### src/els_pkg.sv
// Package for the extent list sector translator: constants, payload and control types.
// Depends on nothing; every other file of the block imports it.
`default_nettype none

package els_pkg;

    localparam int MAX_EXTENTS   = 16;
    localparam int CHUNK_SECTORS = 12280;
    localparam int MAX_RESULTS   = 22;

    localparam int IDX_W  = (MAX_EXTENTS > 1) ? $clog2(MAX_EXTENTS) : 1;
    localparam int CNT_W  = $clog2(MAX_EXTENTS + 1);
    localparam int RES_W  = $clog2(MAX_RESULTS + 1);

    localparam int CFG_IDX_W  = 8;
    localparam int CFG_DATA_W = 32;

    localparam logic [CFG_IDX_W-1:0] CFG_DISK_SECTORS = CFG_IDX_W'(0);
    localparam logic [CFG_IDX_W-1:0] CFG_EXTENT_COUNT = CFG_IDX_W'(1);

    localparam logic KIND_LOAD      = 1'b0;
    localparam logic KIND_TRANSLATE = 1'b1;

    localparam logic STATUS_OK     = 1'b0;
    localparam logic STATUS_BEYOND = 1'b1;

    typedef struct packed {
        logic        kind;
        logic [3:0]  entry_index;
        logic [31:0] entry_first_page;
        logic [31:0] entry_sectors;
        logic [31:0] req_sector;
        logic [15:0] req_count;
    } in_item_t;

    typedef struct packed {
        logic [43:0] chunk_address;
        logic [13:0] chunk_sectors;
        logic [15:0] done_total;
        logic        status;
        logic        last;
    } out_item_t;

    typedef struct packed {
        logic [31:0] first_page;
        logic [31:0] sectors;
    } extent_t;

    typedef struct packed {
        logic             en;
        logic [IDX_W-1:0] addr;
        extent_t          data;
    } ram_wr_t;

    typedef struct packed {
        logic [31:0] disk_sectors;
        logic [4:0]  extent_count;
    } cfg_t;

endpackage

`default_nettype wire

### src/els_extent_ram.sv
// Extent table memory: one write port, one read port with registered read data.
// Depends on els_pkg for the entry and write port types.
`default_nettype none

module els_extent_ram
    import els_pkg::*;
(
    input  wire logic             aclk,
    input  wire ram_wr_t          wr,
    input  wire logic [IDX_W-1:0] raddr,
    output extent_t               rdata
);

    extent_t mem [MAX_EXTENTS];
    extent_t rdata_reg;

    always_ff @(posedge aclk) begin
        if (wr.en) begin
            mem[wr.addr] <= wr.data;
        end
        rdata_reg <= mem[raddr];
    end

    assign rdata = rdata_reg;

endmodule

`default_nettype wire

### src/els_cfg_regs.sv
// Configuration register file: disk size and number of extents to walk.
// Depends on els_pkg for register codes and the configuration struct.
`default_nettype none

module els_cfg_regs
    import els_pkg::*;
(
    input  wire logic                  aclk,
    input  wire logic                  aresetn,
    input  wire logic                  cfg_valid,
    output logic                       cfg_ready,
    input  wire logic [CFG_IDX_W-1:0]  cfg_index,
    input  wire logic [CFG_DATA_W-1:0] cfg_data,
    output cfg_t                       cfg
);

    cfg_t cfg_reg;
    cfg_t cfg_next;

    assign cfg_ready = 1'b1;

    always_comb begin
        cfg_next = cfg_reg;
        if (cfg_valid) begin
            unique case (cfg_index)
                CFG_DISK_SECTORS: cfg_next.disk_sectors = cfg_data[31:0];
                CFG_EXTENT_COUNT: cfg_next.extent_count = cfg_data[4:0];
                default: cfg_next = cfg_reg;
            endcase
        end
    end

    always_ff @(posedge aclk) begin
        if (!aresetn) begin
            cfg_reg <= '0;
        end else begin
            cfg_reg <= cfg_next;
        end
    end

    assign cfg = cfg_reg;

endmodule

`default_nettype wire

### src/els_walker.sv
// Request sequencer: clips the request, walks the extent table and emits chunks.
// Depends on els_pkg; drives the extent memory's ports and owns the result register.
`default_nettype none

module els_walker
    import els_pkg::*;
(
    input  wire logic      aclk,
    input  wire logic      aresetn,
    input  wire logic      s_valid,
    output logic           s_ready,
    input  wire in_item_t  s_data,
    output logic           m_valid,
    input  wire logic      m_ready,
    output out_item_t      m_data,
    input  wire cfg_t      cfg,
    output ram_wr_t        ram_wr,
    output logic [IDX_W-1:0] ram_raddr,
    input  wire extent_t   ram_rdata
);

    typedef enum logic [4:0] {
        S_IDLE  = 5'b00001,
        S_CHECK = 5'b00010,
        S_EXT   = 5'b00100,
        S_CHUNK = 5'b01000,
        S_FINAL = 5'b10000
    } state_t;

    state_t           state_reg, state_next;
    logic [31:0]      start_reg, start_next;
    logic [15:0]      count_reg, count_next;
    logic [15:0]      total_reg, total_next;
    logic [15:0]      emitted_reg, emitted_next;
    logic [31:0]      skip_reg, skip_next;
    logic [31:0]      off_reg, off_next;
    logic [15:0]      left_reg, left_next;
    logic [31:0]      page_reg, page_next;
    logic [CNT_W-1:0] ii_reg, ii_next;
    logic [CNT_W-1:0] walk_reg, walk_next;
    logic [RES_W-1:0] gen_reg, gen_next;
    logic             reject_reg, reject_next;
    logic             pend_valid_reg, pend_valid_next;
    logic [43:0]      pend_addr_reg, pend_addr_next;
    logic [13:0]      pend_secs_reg, pend_secs_next;
    logic             m_valid_reg, m_valid_next;
    out_item_t        m_data_reg, m_data_next;

    logic        out_free;
    logic        accept;
    logic [31:0] remain;
    logic [31:0] ext_left;
    logic [15:0] chunk_n;
    logic [31:0] page_sum;
    logic [43:0] chunk_addr;

    assign s_ready  = (state_reg == S_IDLE);
    assign accept   = s_valid && s_ready;
    assign out_free = !m_valid_reg || m_ready;

    assign remain     = cfg.disk_sectors - start_reg;
    assign ext_left   = ram_rdata.sectors - skip_reg;
    assign chunk_n    = (32'(left_reg) > CHUNK_SECTORS) ? 16'(CHUNK_SECTORS) : left_reg;
    assign page_sum   = page_reg + {3'b000, off_reg[31:3]};
    assign chunk_addr = {page_sum, off_reg[2:0], 9'd0};

    always_comb begin
        ram_wr.en   = accept && (s_data.kind == KIND_LOAD)
                      && (32'(s_data.entry_index) < MAX_EXTENTS);
        ram_wr.addr = IDX_W'(s_data.entry_index);
        ram_wr.data.first_page = s_data.entry_first_page;
        ram_wr.data.sectors    = s_data.entry_sectors;
    end

    // The read address follows the next extent index so that its entry is ready
    // in the cycle after the index advances.
    assign ram_raddr = ii_next[IDX_W-1:0];

    always_comb begin
        state_next      = state_reg;
        start_next      = start_reg;
        count_next      = count_reg;
        total_next      = total_reg;
        emitted_next    = emitted_reg;
        skip_next       = skip_reg;
        off_next        = off_reg;
        left_next       = left_reg;
        page_next       = page_reg;
        ii_next         = ii_reg;
        walk_next       = walk_reg;
        gen_next        = gen_reg;
        reject_next     = reject_reg;
        pend_valid_next = pend_valid_reg;
        pend_addr_next  = pend_addr_reg;
        pend_secs_next  = pend_secs_reg;
        m_valid_next    = m_valid_reg && !m_ready;
        m_data_next     = m_data_reg;

        unique case (state_reg)
            S_IDLE: begin
                if (accept && (s_data.kind == KIND_TRANSLATE)) begin
                    start_next = s_data.req_sector;
                    count_next = s_data.req_count;
                    state_next = S_CHECK;
                end
            end
            S_CHECK: begin
                reject_next  = (start_reg >= cfg.disk_sectors);
                count_next   = (32'(count_reg) > remain) ? remain[15:0] : count_reg;
                total_next   = count_next;
                emitted_next = '0;
                skip_next    = start_reg;
                ii_next      = '0;
                gen_next     = '0;
                walk_next    = (32'(cfg.extent_count) > MAX_EXTENTS)
                               ? CNT_W'(MAX_EXTENTS) : CNT_W'(cfg.extent_count);
                state_next   = reject_next ? S_FINAL : S_EXT;
            end
            S_EXT: begin
                if ((ii_reg >= walk_reg) || (count_reg == '0)) begin
                    state_next = S_FINAL;
                end else if (ram_rdata.sectors <= skip_reg) begin
                    skip_next = skip_reg - ram_rdata.sectors;
                    ii_next   = ii_reg + 1'b1;
                end else begin
                    off_next   = skip_reg;
                    left_next  = (ext_left > 32'(count_reg)) ? count_reg : ext_left[15:0];
                    page_next  = ram_rdata.first_page;
                    skip_next  = '0;
                    state_next = S_CHUNK;
                end
            end
            S_CHUNK: begin
                if (32'(gen_reg) >= MAX_RESULTS) begin
                    total_next = emitted_reg;
                    state_next = S_FINAL;
                end else if (!pend_valid_reg || out_free) begin
                    if (pend_valid_reg) begin
                        m_valid_next = 1'b1;
                        m_data_next  = '{chunk_address: pend_addr_reg,
                                         chunk_sectors: pend_secs_reg,
                                         done_total: 16'd0,
                                         status: STATUS_OK,
                                         last: 1'b0};
                    end
                    pend_valid_next = 1'b1;
                    pend_addr_next  = chunk_addr;
                    pend_secs_next  = chunk_n[13:0];
                    gen_next        = gen_reg + 1'b1;
                    emitted_next    = emitted_reg + chunk_n;
                    left_next       = left_reg - chunk_n;
                    count_next      = count_reg - chunk_n;
                    off_next        = off_reg + 32'(chunk_n);
                    if (left_next == '0) begin
                        ii_next    = ii_reg + 1'b1;
                        state_next = S_EXT;
                    end
                end
            end
            S_FINAL: begin
                if (out_free) begin
                    m_valid_next = 1'b1;
                    if (reject_reg) begin
                        m_data_next = '{chunk_address: 44'd0, chunk_sectors: 14'd0,
                                        done_total: 16'd0, status: STATUS_BEYOND,
                                        last: 1'b1};
                    end else if (pend_valid_reg) begin
                        m_data_next = '{chunk_address: pend_addr_reg,
                                        chunk_sectors: pend_secs_reg,
                                        done_total: total_reg, status: STATUS_OK,
                                        last: 1'b1};
                    end else begin
                        m_data_next = '{chunk_address: 44'd0, chunk_sectors: 14'd0,
                                        done_total: total_reg, status: STATUS_OK,
                                        last: 1'b1};
                    end
                    pend_valid_next = 1'b0;
                    reject_next     = 1'b0;
                    state_next      = S_IDLE;
                end
            end
            default: state_next = S_IDLE;
        endcase
    end

    always_ff @(posedge aclk) begin
        if (!aresetn) begin
            state_reg      <= S_IDLE;
            ii_reg         <= '0;
            walk_reg       <= '0;
            gen_reg        <= '0;
            reject_reg     <= 1'b0;
            pend_valid_reg <= 1'b0;
            m_valid_reg    <= 1'b0;
        end else begin
            state_reg      <= state_next;
            ii_reg         <= ii_next;
            walk_reg       <= walk_next;
            gen_reg        <= gen_next;
            reject_reg     <= reject_next;
            pend_valid_reg <= pend_valid_next;
            m_valid_reg    <= m_valid_next;
        end
    end

    always_ff @(posedge aclk) begin
        start_reg     <= start_next;
        count_reg     <= count_next;
        total_reg     <= total_next;
        emitted_reg   <= emitted_next;
        skip_reg      <= skip_next;
        off_reg       <= off_next;
        left_reg      <= left_next;
        page_reg      <= page_next;
        pend_addr_reg <= pend_addr_next;
        pend_secs_reg <= pend_secs_next;
        m_data_reg    <= m_data_next;
    end

    assign m_valid = m_valid_reg;
    assign m_data  = m_data_reg;

`ifndef SYNTHESIS
    a_idle_no_pending: assert property (@(posedge aclk) disable iff (!aresetn)
        (state_reg == S_IDLE) |-> !pend_valid_reg)
        else $error("pending chunk left over in idle");

    a_result_cap: assert property (@(posedge aclk) disable iff (!aresetn)
        32'(gen_reg) <= MAX_RESULTS)
        else $error("result count beyond limit");

    a_write_only_idle: assert property (@(posedge aclk) disable iff (!aresetn)
        ram_wr.en |-> (state_reg == S_IDLE))
        else $error("extent table written during a walk");

    a_reject_shape: assert property (@(posedge aclk) disable iff (!aresetn)
        (m_valid_reg && (m_data_reg.status == STATUS_BEYOND))
        |-> (m_data_reg.last && (m_data_reg.chunk_sectors == 14'd0)))
        else $error("rejected request result malformed");

    a_final_to_idle: assert property (@(posedge aclk) disable iff (!aresetn)
        ((state_reg == S_FINAL) && out_free) |=> (state_reg == S_IDLE) && m_valid_reg)
        else $error("final result not issued");
`endif

endmodule

`default_nettype wire

### src/extent_list_sector_translator.sv
// Extent list sector translator. A load transaction leaves no result. A translate
// transaction steps through accept, clip, one step per table entry examined, one per
// chunk, one to find the end of the walk or the result limit, and one for the final result;
// output stalls can hold the chunk and final steps, and a rejected request skips the walk.
// Transactions are handled one at a time. Synchronous active-low reset clears the
// configuration and control state; the extent table has no reset value.
`default_nettype none

module extent_list_sector_translator
    import els_pkg::*;
(
    input  wire logic                  aclk,
    input  wire logic                  aresetn,
    input  wire logic                  s_valid,
    output logic                       s_ready,
    input  wire in_item_t              s_data,
    output logic                       m_valid,
    input  wire logic                  m_ready,
    output out_item_t                  m_data,
    input  wire logic                  cfg_valid,
    output logic                       cfg_ready,
    input  wire logic [CFG_IDX_W-1:0]  cfg_index,
    input  wire logic [CFG_DATA_W-1:0] cfg_data
);

    // The configuration registers hold the disk size and the number of extents
    // that a request walks. Writes are always taken; they are expected only
    // while the block is idle.
    cfg_t cfg;

    // The extent table lives in a single synchronous memory. Loads write it from
    // the idle state only and the walk reads it only while busy, so a read and a
    // write of the same entry can never overlap: the sequential handling of
    // transactions acts as the interlock.
    ram_wr_t          ram_wr;
    logic [IDX_W-1:0] ram_raddr;
    extent_t          ram_rdata;

    els_cfg_regs u_cfg (
        .aclk      (aclk),
        .aresetn   (aresetn),
        .cfg_valid (cfg_valid),
        .cfg_ready (cfg_ready),
        .cfg_index (cfg_index),
        .cfg_data  (cfg_data),
        .cfg       (cfg)
    );

    els_extent_ram u_ram (
        .aclk  (aclk),
        .wr    (ram_wr),
        .raddr (ram_raddr),
        .rdata (ram_rdata)
    );

    // The sequencer clips the request, walks the table and keeps one chunk in
    // hand so that the final chunk can carry the total and the last flag. Its
    // output register lets the next transaction be accepted while the previous
    // result still waits to be taken.
    els_walker u_walker (
        .aclk      (aclk),
        .aresetn   (aresetn),
        .s_valid   (s_valid),
        .s_ready   (s_ready),
        .s_data    (s_data),
        .m_valid   (m_valid),
        .m_ready   (m_ready),
        .m_data    (m_data),
        .cfg       (cfg),
        .ram_wr    (ram_wr),
        .ram_raddr (ram_raddr),
        .ram_rdata (ram_rdata)
    );

endmodule

`default_nettype wire

### config.mk
export PLATFORM = sky130hd
export DESIGN_NAME = extent_list_sector_translator
export DESIGN_NICKNAME = d
export VERILOG_FILES = /design/src/els_pkg.sv /design/src/els_extent_ram.sv /design/src/els_cfg_regs.sv /design/src/els_walker.sv /design/src/extent_list_sector_translator.sv
export SDC_FILE = /design/constraint.sdc
export NUM_CORES = 2
export LEC_CHECK = 0
export CORE_ASPECT_RATIO = 1.2
export CORE_UTILIZATION = 45
export CTS_CLUSTER_DIAMETER = 100
export DETAILED_ROUTE_END_ITERATION = 8
export DONT_BUFFER_PORTS = 1
export PLACE_DENSITY = 0.66
export SLEW_MARGIN = 20
export SYNTH_ARGS = -nofsm -noshare
export SYNTH_HDL_FRONTEND = slang
export SYNTH_HIERARCHICAL = 1
export SYNTH_SLANG_ARGS = --single-unit
### constraint.sdc
create_clock -name aclk -period 11.6 [get_ports aclk]
set_input_delay 0.58 -clock aclk [delete_from_list [all_inputs] [get_ports aclk]]
set_output_delay 0.58 -clock aclk [all_outputs]
set_load 0.01 [all_outputs]
## Yosys cells after proc, flatten, opt, wreduce, memory -nomap -nowiden

Memories as Yosys holds them, arrays and structs flattened. A register that Yosys moved wholly into a read port is not among the register bits.
Index checks and enable logic that the tools add are counted.

| storage, ports and cells | value |
|---|---|
| flip-flop bits (word level) | 377 |
| latch bits | 0 |
| bits in writable memories | 1024 |
| bits in read-only memories | 0 |
| input port bits | 162 |
| output and inout bits | 79 |
| memories kept | 1 |

| cells by class | value |
|---|---|
| add/sub/neg operators | 10 |
| multipliers | 0 |
| divide/modulo/power cells | 0 |
| magnitude comparators | 8 |
| equal/unequal tests | 19 |
| shift operators | 0 |
| muxes and demuxes | 63 |
| bitwise gates (word level) | 4 |
| reduce and logical (&&, ||, !) cells | 35 |

Memories:

| memory | depth | bits a word | rd ports | clocked after Yosys merged registers in | write ports | line | source |
|---|---|---|---|---|---|---|---|
| u_ram.mem | 16 | 64 | 1 | 1 | 1 | els_extent_ram.sv:14 | `extent_t mem [MAX_EXTENTS];` |

Operators by type and width:

| operator | count |
|---|---|
| $mux 76 | 6 |
| $mux 16 | 13 |
| $mux 32 | 6 |
| $pmux 76 s2 | 1 |
| $pmux 32 s2 | 2 |
| $pmux 16 s2 | 3 |
| $sub 32x32->32 | 3 |
| $mux 5 | 16 |
| $pmux 16 s3 | 1 |
| $add 32x16->32 | 1 |
| $add 32x29->32 | 1 |
| $ge 32x32->1 | 1 |
| $gt 16x32->1 | 1 |
| $gt 32x16->1 | 1 |
| $le 32x32->1 | 1 |
| $logic_not 16->1 | 2 |
| $sub 16x16->16 | 2 |
| $pmux 5 s5 | 1 |
| $add 16x16->16 | 1 |
| $gt 16x14->1 const B | 1 |
| $pmux 5 s3 | 1 |
| $reduce_and 5->1 | 3 |
| $ne 2x1->1 const B | 6 |
| $reduce_and 2->1 | 6 |
| other kinds (26) | 59 |

## Depth between registers and ports, before layout

| logic depth | value |
|---|---|
| depth in word-level cells | 8 |
| gate-level depth with buffers | 28 |

## By module

Netlist, hierarchy kept.

By module, submodules not included:

| module | times used | cells each | area each (sq um) | seq. area each (sq um) |
|---|---|---|---|---|
| els_extent_ram | 1 | 1647 | 39583.0 | 32030.7 |
| els_walker | 1 | 2592 | 24248.3 | 9709.3 |
| els_cfg_regs | 1 | 162 | 1515.2 | 740.7 |

## Worst setup path before layout

No wires, ideal clock.

| timing | value |
|---|---|
| kind | register to register |
| start | register u_walker.state_reg[4] |
| end | register u_walker.m_data_reg (netlist bit u_walker/m_data[0]), enable pin |
| arrival | 6.224 ns |
| required time | 11.025 ns |
| setup slack | 4.802 ns |
| cell stages (with the launch flop) | 7 |
| clock period less this slack | 6.798 ns |
| cell sequence | dfxtp_1 -> or3_1 -> nor3b_1 -> clkbuf_1 -> clkbuf_1 -> a21oi_1 -> nor3_1 |

| on the way | value |
|---|---|
| cells in the longest elaborated chain, start to end | 3 |

Ends and longest elaborated chain:

| element | line | source |
|---|---|---|
| start, declared | els_walker.sv:30 | `state_t state_reg, state_next;` |
| start signal, assigned | els_walker.sv:196 | `state_reg <= state_next;` |
| $eq 5x5->1 or $eq 5x4->1 (tied branches) | els_walker.sv:99 | `unique case (state_reg)` |
| $ne 2x1->1 (no line) (tied with other cells) | - |  |
| $reduce_and 5->1 (no line) (*) | - |  |
| end signal, assigned | els_walker.sv:217 | `m_data_reg <= m_data_next;` |
| end, declared | els_walker.sv:47 | `out_item_t m_data_reg, m_data_next;` |

Mark *: on every way between the ends. The rest lies on a longest branch, timed or not.
A chain may end at the register's enable or synchronous reset.

## Worst setup path after layout

| timing | value |
|---|---|
| start | register u_walker.left_reg[7] |
| end | register u_ram/rdata[40] (netlist name) |

| on the way | value |
|---|---|
| cells in the longest elaborated chain, start to end | 8 |

Ends and longest elaborated chain:

| element | line | source |
|---|---|---|
| start, declared | els_walker.sv:37 | `logic [15:0] left_reg, left_next;` |
| start signal, assigned | els_walker.sv:213 | `left_reg <= left_next;` |
| $gt 16x14->1 | els_walker.sv:63 | `assign chunk_n = (32'(left_reg) > CHUNK_SECTORS) ? 16'(CHUNK_SECTORS) : left_reg;` |
| $mux 16 | els_walker.sv:63 |  |
| $sub 16x16->16 (*) | els_walker.sv:151 | `left_next = left_reg - chunk_n;` |
| $logic_not 16->1 (*) | els_walker.sv:154 | `if (left_next == '0) begin` |
| $mux 5 (*) | els_walker.sv:154 |  |
| $mux 5 (*) | els_walker.sv:137 | `end else if (!pend_valid_reg \|\| out_free) begin` |
| $mux 5 (*) | els_walker.sv:134 | `if (32'(gen_reg) >= MAX_RESULTS) begin` |
| $pmux 5 s3 (*) | els_walker.sv:99 |  |
| via ram_raddr[1] | extent_list_sector_translator.sv:36 | `logic [IDX_W-1:0] ram_raddr;` |

Mark *: on every way through the listed nets, which the timed path passes. The rest lies on a longest branch. The select of a mux whose other input is x is not followed.

==> qor.yml <==
run_status:
  status: "completed"
synthesis:
  netlist_top_cells_area: "edfxtp_1, mux4_2, ha_1"
  ys_ff_latch: 1456
  syn-instance-count: 4401
  synth_ff_type: "edfxtp_1"
  synth_top_area_cell: "edfxtp_1"
  synth_area_mm2: 0.06535
  synthArstFlopShare_pct: 0
  yosysWarnings: 6
  yosysTopAreaCellShare_pct: 61.21
  synth_edf_count: 1332
  avgSynthCellArea_um2: 14.85
  synth_cell_types: 89
  yosysSeqAreaShare_pct: 65.01
finish:
  seq_area_mm2: 0.04248
  fillerInstances: 11710
  num-nets-final: 4868
  largest_reg_flops: 1024
  area_growth_pct: 11.87
  post_route_cells_drive_above_1_share_pct: 12.97
  multi_input_area_mm2: 0.02075
timing:
  drv_slew: 0
  tightest_slew_ps: 1124
  finalSetupViolations: 0
  timing.final.crit_share_pct: 60.15
  fmax_mhz: 143.3
  finalClockSkew_ps: 43.77
  finalHoldViolCount: 0
  rsz0062_at_grt: "false"
  period_needed_ps: 6978
  finalSetupTns_ps: 0
  slew-limit-headroom_pct: 25.06
floorplan:
  io_pins: 241
  start_util_pct: 45.51
  die_h_um: 419.4
  die_x_um: 349.9
  rows: 152
  core-area_mm2: 0.1436
  dieArea_mm2: 0.1467
global_routing:
  first_global_vias: 37920
  grt_pass1_wl_mm: 247.5
  busiest_layer: "met2"
  grtUsageMet3_pct: 3.590
  grt_use_total_pct: 22.94
  grt_max_degree: 105
  antenna_found_initial: 24
  grt-ovfl-total: 0
  grt_use_met1_pct: 28.63
  grt_use_met2_pct: 39.15
worst_setup_path:
  worstSetupPathType: "flop to flop"
  start_kind: "flop"
  crit_required_ps: 12260
  worstPathArrival_ps: 7630
  path_max_fanout: 75
  worstSetupEndpointType: "flop"
route:
  ant_nets: 0
  viasPerCell: 5.818
  drc_errors: 0
  totalWireLength_mm: 168.2
  drt_pre_antenna_iters: 6
  vias: 38040
  drt-initial-drc-count: 3426
  wl_per_cell_um: 25.72
clock_tree:
  htree_levels: 4
  insertion_delay_ps: 810
  clock-sinks: 1456
  cts_made_buffers: 143
  cts_tree: "yes"
  cts_buffer_depth: 3
  path_clk_slew_ps: 70
  root_buffer: "clkbuf_16"
min_path:
  hp-class: "input port to flop"
placement:
  hpwl_mm: 103.9
  port-buffer-count: 0
  gp_congestion: 0.9161
power_and_ir_drop:
  power.density_mw_per_mm2: 150.4
  p_total_mw: 11.00
  ir_drop_mv: 0.1135
  leakage_nw: 24.92
run:
  max-cap-violations: 0
[cell usage after synthesis, types with 103 or more instances]
cell and count:
nand2_1 382, xnor2_1 103, clkbuf_1 129, mux4_2 256, o21ai_0 137, edfxtp_1 1332
dfxtp_1 124, nor2_1 178, a22oi_1 133, inv_1 215, a21oi_1 138, ha_1 211
[cell type report]
type,count,area share (%)
Antenna cell,9,0.03081
Multi-Input combinational cell,2464,28.38
Tap cell,1925,3.295
Sequential cell,1456,58.11
Clock inverter,72,1.017
Clock buffer,189,5.352
Timing Repair Buffer,208,2.714
Inverter,215,1.104
[power breakdown]
| group | leakage (nW) | switching, mW | internal, mW | total [mW] |
|---|---|---|---|---|
| clock | 2.28 | 2.02 | 2.60 | 4.62 |
| sequential | 13.1 | 0.0548 | 5.80 | 5.85 |
| combinational | 9.58 | 0.340 | 0.184 | 0.524 |
[per-stage QoR]
stage | setup slack [ps] | cells | hold slack (ps) | util, % | area (µm²)
CTS | 4686 | 6529 | 43.74 | 50.89 | 73080
global placement | 4856 | 6121 | 419.7 | 46.61 | 66930
finish | 4622 | 6538 | 97.29 | 50.91 | 73110
detailed placement | 4742 | 6121 | 424.9 | 46.61 | 66930
floorplan | 4802 | 4413 | 385.5 | - | 65390
global route | 4202 | 6531 | 101.6 | 50.90 | 73090
[cell usage in the layout, fill, tap and decap left out, types with 96 or more instances in the layout]
cell and count:
nor2_1 163, nand2_1 382, ha_1 211, a21oi_1 137, xnor2_1 103, clkbuf_16 144, a22oi_1 133, dlygate4sd3_1 146
o21ai_0 133, nand3_1 96, dfxtp_1 124, edfxtp_1 1332, mux4_2 256, inv_1 214
[per-layer routing]
layer	share of wire, %	wire length [µm]
met5	0.10	172
met4	4.7	7976
met3	6.1	10310
met2	50	84050
met1	39	65660
[timing repair]
item / CTS / global route
resized for setup: 0 / 0
buffers inserted: 0 / 0
hold buffers: 147 / 0
endpoints found under the hold margin: 1127 / 0
[critical path, stage by stage, from the launching register on]
cell and delay (ps):
edfxtp_1 510, nand3_1 290, o41ai_1 430, buf_4 220
nand2_1 70, ha_1 260, nor4_1 380, o21ai_0 170
o2bb2ai_1 230, a311o_1 380, a2111oi_0 390, nand4_1 350
o22ai_1 580, a22o_4 730, buf_4 900, mux4_2 430
a22oi_1 190, nand2_1 90
[cell families after synthesis]
logic type	after synthesis	synth area share, %
AOI/OAI and AO/OA	791	8.304
buffers and inverters	493	3.649
other	3	0.01723
adders and majority gates	218	4.254
xor gates and xnor gates	144	1.930
muxes	318	9.780
and+or+nand+nor	978	7.056
DFF	1456	65.01
[final timing paths]
kind / startpoint / to / slack [ps] / cells past startpoint
worst max register to register: u_walker/left_reg[7] / u_ram/rdata[40] / 4620 / 17
worst min register to register: u_ram/rdata[58] / u_walker/page_reg[26] / 450 / 0
worst max-delay path: u_walker/left_reg[7] / u_ram/rdata[40] / 4620 / 17
worst min-delay path: s_data[10] / u_walker/count_reg[10] / 100 / 4
Note: power is estimated with default switching activity, not from simulation.
